**src/sv/pal_pkg.sv**
```systemverilog
// Shared constants, codes and controller/datapath link types for the PA learner.
`default_nettype none
package pal_pkg;

  localparam int DIM     = 64;
  localparam int IDX_W   = $clog2(DIM + 1);
  localparam int ADDR_W  = (DIM > 1) ? $clog2(DIM) : 1;
  localparam int FEAT_W  = 16;
  localparam int WGT_W   = 32;
  localparam int PROD_W  = FEAT_W + WGT_W;
  localparam int SQ_W    = 2 * FEAT_W;
  localparam int DOT_W   = 64;
  localparam int NORM_W  = 48;
  localparam int CFG_W   = 24;
  localparam int CNT_W   = 32;
  localparam int NUM_CNT = 5;
  localparam int RAND_W  = 16;
  localparam int TAU_W   = 47;
  localparam int DEN_W   = NORM_W + 1;
  localparam int REM_W   = DEN_W + 1;
  localparam int LOSS_W  = 64;
  localparam int DIV_SH  = 24;
  localparam int OVF_SH  = TAU_W - DIV_SH;
  localparam int DCNT_W  = $clog2(TAU_W + 1);
  localparam int QS_W    = 41;
  localparam int QP_W    = QS_W + RAND_W;
  localparam int UPROD_W = TAU_W + FEAT_W;
  localparam int MAG_W   = UPROD_W - DIV_SH;
  localparam int UPSUM_W = MAG_W + 2;
  localparam int ADDR_BITS = 5;

  localparam int CNT_TP = 0;
  localparam int CNT_TN = 1;
  localparam int CNT_FP = 2;
  localparam int CNT_FN = 3;
  localparam int CNT_QT = 4;

  localparam logic CMD_ELEM  = 1'b0;
  localparam logic CMD_CLEAR = 1'b1;

  localparam logic [1:0] UR_PA  = 2'd0;
  localparam logic [1:0] UR_PA1 = 2'd1;
  localparam logic [1:0] UR_PA2 = 2'd2;

  localparam logic [1:0] QR_ALWAYS = 2'd0;
  localparam logic [1:0] QR_MARGIN = 2'd1;
  localparam logic [1:0] QR_FIXED  = 2'd2;

  localparam logic [2:0] REG_UPDATE_RULE = 3'd0;
  localparam logic [2:0] REG_QUERY_RULE  = 3'd1;
  localparam logic [2:0] REG_QUERY_BIAS  = 3'd2;
  localparam logic [2:0] REG_AGGR        = 3'd3;
  localparam logic [2:0] REG_SMO         = 3'd4;

  typedef struct packed {
    logic elem;
    logic clear;
    logic decide;
    logic qcheck;
    logic div_init;
    logic div_step;
    logic clip;
    logic upd_issue;
    logic finish;
  } ctrl_cmd_t;

  typedef struct packed {
    logic pipe_busy;
    logic skip;
    logic query;
    logic loss_pos;
    logic div_done;
    logic upd_done;
  } dp_stat_t;

endpackage
`default_nettype wire

```
**src/sv/pal_ctrl.sv**
```systemverilog
// Sequencing state machine for the PA learner.
`default_nettype none
module pal_ctrl (
  input  wire logic                clk_i,
  input  wire logic                rst_ni,
  input  wire logic                start,
  input  wire logic                cmd_i,
  input  wire logic                last_element_i,
  input  wire pal_pkg::dp_stat_t   stat_i,
  output pal_pkg::ctrl_cmd_t       cmd_o,
  output logic                     busy
);

  typedef enum logic [8:0] {
    S_IDLE    = 9'b000000001,
    S_DRAIN   = 9'b000000010,
    S_DECIDE  = 9'b000000100,
    S_QCHECK  = 9'b000001000,
    S_DIVINIT = 9'b000010000,
    S_DIV     = 9'b000100000,
    S_CLIP    = 9'b001000000,
    S_UPD     = 9'b010000000,
    S_DONE    = 9'b100000000
  } state_e;

  state_e state_q, state_d;
  logic   beat;

  assign busy = (state_q != S_IDLE);
  assign beat = start && !busy;

  always_comb begin
    state_d = state_q;
    cmd_o   = '0;
    unique case (state_q)
      S_IDLE: begin
        cmd_o.elem  = beat && (cmd_i == pal_pkg::CMD_ELEM);
        cmd_o.clear = beat && (cmd_i == pal_pkg::CMD_CLEAR);
        if (cmd_o.elem && last_element_i) state_d = S_DRAIN;
      end
      S_DRAIN: begin
        if (!stat_i.pipe_busy) state_d = S_DECIDE;
      end
      S_DECIDE: begin
        cmd_o.decide = 1'b1;
        state_d = stat_i.skip ? S_DONE : S_QCHECK;
      end
      S_QCHECK: begin
        cmd_o.qcheck = 1'b1;
        state_d = (stat_i.query && stat_i.loss_pos) ? S_DIVINIT : S_DONE;
      end
      S_DIVINIT: begin
        cmd_o.div_init = 1'b1;
        state_d = S_DIV;
      end
      S_DIV: begin
        cmd_o.div_step = !stat_i.div_done;
        if (stat_i.div_done) state_d = S_CLIP;
      end
      S_CLIP: begin
        cmd_o.clip = 1'b1;
        state_d = S_UPD;
      end
      S_UPD: begin
        cmd_o.upd_issue = 1'b1;
        if (stat_i.upd_done) state_d = S_DONE;
      end
      S_DONE: begin
        cmd_o.finish = 1'b1;
        state_d = S_IDLE;
      end
      default: state_d = S_IDLE;
    endcase
  end

  always_ff @(posedge clk_i or negedge rst_ni) begin
    if (!rst_ni) state_q <= S_IDLE;
    else         state_q <= state_d;
  end

endmodule
`default_nettype wire

```
**config.mk**
```make
export PLATFORM = sky130hd
export DESIGN_NAME = pal_ctrl
export DESIGN_NICKNAME = d
export VERILOG_FILES = /design/src/sv/pal_pkg.sv /design/src/sv/pal_ctrl.sv
export SDC_FILE = /design/constraint.sdc
export NUM_CORES = 1
export LEC_CHECK = 0
export ABC_AREA = 1
export BUFFER_PORTS_ARGS = -buffer_cell sky130_fd_sc_hd__buf_2
export CAP_MARGIN = 5
export CORE_MARGIN = 2
export CORE_UTILIZATION = 43
export CTS_CLUSTER_DIAMETER = 60
export CTS_CLUSTER_SIZE = 25
export DETAILED_ROUTE_END_ITERATION = 10
export PLACE_DENSITY = 0.68
export RECOVER_POWER = 100
export SLEW_MARGIN = 10
export SYNTH_ARGS = -nofsm -noshare
export SYNTH_HDL_FRONTEND = slang
export SYNTH_SLANG_ARGS = --single-unit
```
**constraint.sdc**
```tcl
create_clock -name clk_i -period 1.3 [get_ports clk_i]
set_input_delay 0.13 -clock clk_i [delete_from_list [all_inputs] [get_ports clk_i]]
set_output_delay 0.13 -clock clk_i [all_outputs]
set_load 0.1 [all_outputs]
```
==> run metrics, run 1 <==
Clock Path Buffers=2; synthesized instance count=89; CTS buffer count=3; Stop stage=clock tree synthesis; I/O pin count=21; post-synth top area share=0.302; Inst Count DP=145; Synth Cell Area=663 sq um; xor and xnor area share after synthesis=0; RD Place Congestion=0.872; Post-Syn Nets=100; outcome=stopped before the end; Yosys cell types=18; area fraction in compound gates after synthesis=0.0226; Seq/Total Area, Yosys=0.342; post-DP HPWL=1.52 mm; commonest cells in the netlist=inv_1 (17), nand2_1 (17), nor2_1 (12), dfrtp_1 (8), nand3_1 (8); largest cells by area after synthesis=dfrtp_1 (30%), inv_1 (9.6%), nand2_1 (9.6%), nor2_1 (6.8%), nand3_1 (6.0%); leading area contributor after synthesis=dfrtp_1; Port-buffer cells=20; async set or reset register ratio after synthesis=1.00; Synth Area in Simple Gates=0.511; row cnt=14; Die Y=43.3 microns; error msg=[ERROR DPL-0033] detailed placement checks failed during check placement.; die width=43.3 microns; Most used DFF post-synth=dfrtp_1; H-tree levels=1; Post-synth EDFFs=0; post-synthesis mux area share=0; CTS root buf=clkbuf_4; YS warnings=0; Initial Utilization=0.451; largest family of logic cells by synthesized area=simple AND/OR/NAND/NOR gates; post-CTS setup buffers=13; cts hold-fix bufs=1; DP Area=1190 sq um; syn avg cell area=7.45 sq um; Yosys reg bits=9; clk sinks=9; Synth Area in Adders=0; post-CTS resize count=23
-- logic make-up after synthesis --
group                  count (synthesis)
AO/OA/AOI/OAI                          3
buffers and inverters                 22
flip-flops                             9
AND/OR/NAND/NOR                       55
-- stage by stage --
step / utilization / setup slack [ns]
after floorplan: - / -0.548
after global placement: 0.812 / -0.167
after detailed placement: 0.812 / -0.198
==> run 2, diff against run 1 <==
--- a/config.mk
+++ b/config.mk
@@ -8,12 +8,10 @@
 export ABC_AREA = 1
 export BUFFER_PORTS_ARGS = -buffer_cell sky130_fd_sc_hd__buf_2
 export CAP_MARGIN = 5
-export CORE_MARGIN = 2
-export CORE_UTILIZATION = 43
-export CTS_CLUSTER_DIAMETER = 60
-export CTS_CLUSTER_SIZE = 25
+export CORE_AREA = 2 2 63 65
 export DETAILED_ROUTE_END_ITERATION = 10
-export PLACE_DENSITY = 0.68
+export DIE_AREA = 0 0 65 67
+export PLACE_DENSITY_LB_ADDON = 0.15
 export RECOVER_POWER = 100
 export SLEW_MARGIN = 10
 export SYNTH_ARGS = -nofsm -noshare
==> constraint.sdc (replaced) <==
create_clock -name clk_i -period 1.7 [get_ports clk_i]
set_input_delay 0.17 -clock clk_i [delete_from_list [all_inputs] [get_ports clk_i]]
set_output_delay 0.17 -clock clk_i [all_outputs]
set_load 0.1 [all_outputs]
==> run 2 against run 1 <==
  * The flow now finishes, with violations (setup timing)
  * Area after synthesis unchanged
  * Synthesized cell count unchanged
==> run metrics, run 2 <==
number of diodes=0; WL final=1.81 mm; GRT met1 Usage=0.101; commonest cells after routing, fill and taps aside=nand2_1 (15), inv_1 (14), buf_4 (12); sequential power share=0.201; Yosys cell types=18 (unchanged); Overflow after GRT=0; cell depth of the worst flop-to-flop path=9; startpoint types=register; Post-synth EDFFs=0 (unchanged); Layout Utilization=0.339; initial antenna violation count=0; Final Hold Vio Count=0; drt drc=0; cell area power density=1120 nW/um^2; final total power=1370 uW; I/O pin count=21 (unchanged); Area Growth Syn to Fin=84.5%; commonest cells in the netlist=inv_1 (17), nand2_1 (17), nor2_1 (12), dfrtp_1 (8), nand3_1 (8); WP depth=8; syn avg cell area=7.45 sq um (unchanged); failing checks=setup timing; RR Startpoint=state_q[6]; Clock transition at path regs=0.04 ns; leakage=0.000626 uW; Regs by FF count=state_q (9); most common cell after layout, fill and taps aside=nand2_1; vias=681; Clock Path Buffers=2 (unchanged); die width=65 microns (+50%); CP delay by family, top=simple AND/OR/NAND/NOR gates; Wirelength per Cell=10.3 microns; Final Max Slew Viols=0; Synth Cell Area=663 sq um (unchanged); RSZ-0062 raised after global routing=true; hold crit path type=in -> reg; worst clock skew=0.00121 ns; vias in the first global route=674; largest cells by area after synthesis=dfrtp_1 (30%), inv_1 (9.6%), nand2_1 (9.6%), nor2_1 (6.8%), nand3_1 (6.0%); H-tree levels=1 (unchanged); CTS root buf=clkbuf_8; P_int=691 uW; Seq/Total Area, Yosys=0.342 (unchanged); GR peak layer=met2; min setup slack post-route=-0.0333 ns; TritonCTS clock tree=done; WS Path Type=reg -> out; outcome=finished with violations; max reg flops=9; CTS buffer count=3 (unchanged); first-pass GRT wire length=2.98 mm; grt met3 use=0.0186; routed vias/inst=3.87; clk sinks=9 (unchanged); Psw=682 uW; worst endpoint required time=1.53 ns; slowest CP cell=dfrtp_1; async set or reset register ratio after synthesis=1.00 (unchanged); row cnt=22 (+8); leading area contributor after synthesis=dfrtp_1; sw frac=0.497; synthesized instance count=89 (unchanged); post-DP HPWL=1.37 mm (-10%); final net count=140; Clk Latency, worst-skew pair=0.24 ns; Biggest register=state_q; CP Cell Sequence=inv_2, nand2_4, nor3_4, nand2_8, nor2_8, inv_4, nor2_4, buf_12; R2R setup slack=0.21 ns; YS warnings=0 (unchanged); Port-buffer cells=20 (unchanged); fill count=374; Initial DRT Pass Iterations=3; max-cap violation count=0; final period utilization=1.02; transition time of the tightest slew-check pin=0.550 ns; GRT Total Usage=0.0926; RD Place Congestion=0.745 (-14%); Yosys reg bits=9 (unchanged); clock share of power=0.186; Slew HR=0.633; Initial Utilization=0.184 (-0.267); met2 Use GR=0.160; maximum VDD drop=0.379 mV; Worst Path Arrival=1.56 ns; setup violators final=3; post-synth top area share=0.302 (unchanged); WP buf/inv=3; Post-Syn Nets=100 (unchanged); Setup WS pre-CTS=0.125 ns (+0.323 ns); fin crit period=1.73 ns; critical path capture point type=output pin; f_max=0.577 GHz; Iteration-0 DRC Markers=8; r2r endpoint=state_q[8]; Core ar.=3610 sq um; worst-path fanout max=4; Die Y=67 microns (+55%); layout cells sized above 1=0.539; combinational power share=0.613; Most used DFF post-synth=dfrtp_1; Worst setup startpoint=state_q[3]; Final ANT Viol Nets=0; max incr delay on CP=0.36 ns; crit path capture=cmd_o[8]; Die ar.=4360 sq um; pin count of the biggest net entering global routing=10
[run 2: cell counts after synthesis]
No cell type changed its count.
[run 2: layout make-up]
cell class,instances,area (sq um),area share
multi-input cells,58,445,0.364
clock buffers,4,45.0,0.0368
inverters,22,87.6,0.0716
flip-flops and latches,9,229,0.187
well taps,48,60.1,0.0491
repair buffers,35,357,0.291
[run 2: what timing repair did]
action,in CTS,in global routing
endpoints found under the setup margin,5,8
buffers inserted,9,5
pin swaps,7,8
hold endpoints to repair,8,0
resized for setup,7,7
hold buffers,1,0
[run 2: worst min path at each step]
stage	startpoint	end	slack, ns	depth (start not counted)
after floorplan	rst_ni	state_q[1]	-0.13	0
after global placement	rst_ni	state_q[3]	0.04	1
after detailed placement	rst_ni	state_q[3]	0.04	1
after CTS	stat_i[4]	state_q[3]	0.1	2
after global routing	stat_i[4]	state_q[3]	0.1	2
final	stat_i[4]	state_q[3]	0.09	2
[run 2: cell families after synthesis]
logic type	Yosys count	share of synthesized area
flip-flops	9	0.342
buffers and inverters	22	0.125
AND/OR/NAND/NOR	55	0.511
AO/OA/AOI/OAI	3	0.0226
[run 2: power groups by stage]
stage,Clock (uW),Combinational [uW],Sequential (uW)
2_1_floorplan,0,596,287
3_3_place_gp,0,751,289
3_5_place_dp,0,745,290
4_1_cts,265,821,278
5_1_grt,275,893,280
6_report,255,842,276
[run 2: per-layer routing]
layer / share of wire / vias to the layer above / wire (microns)
li1: - / 352 / -
met1: 0.38 / 315 / 694
met2: 0.56 / 9 / 1010
met3: 0.028 / 5 / 50
met4: 0.029 / 0 / 52
met5: 0 / - / 0
[run 2: per-stage QoR]
stage	hold slack (ns)	instances	TNS (ns)	cell area, sq um
floorplan	-0.126	89	-0.660	727
global placement	0.0391	157	0	1020
detailed placement	0.0431	157	0	1020
CTS	0.0952	171	-0.121	1170
global route	0.0993	176	-0.389	1220
finish	0.0944	176	-0.0665	1220
Note: power is estimated with default switching activity, not from simulation.
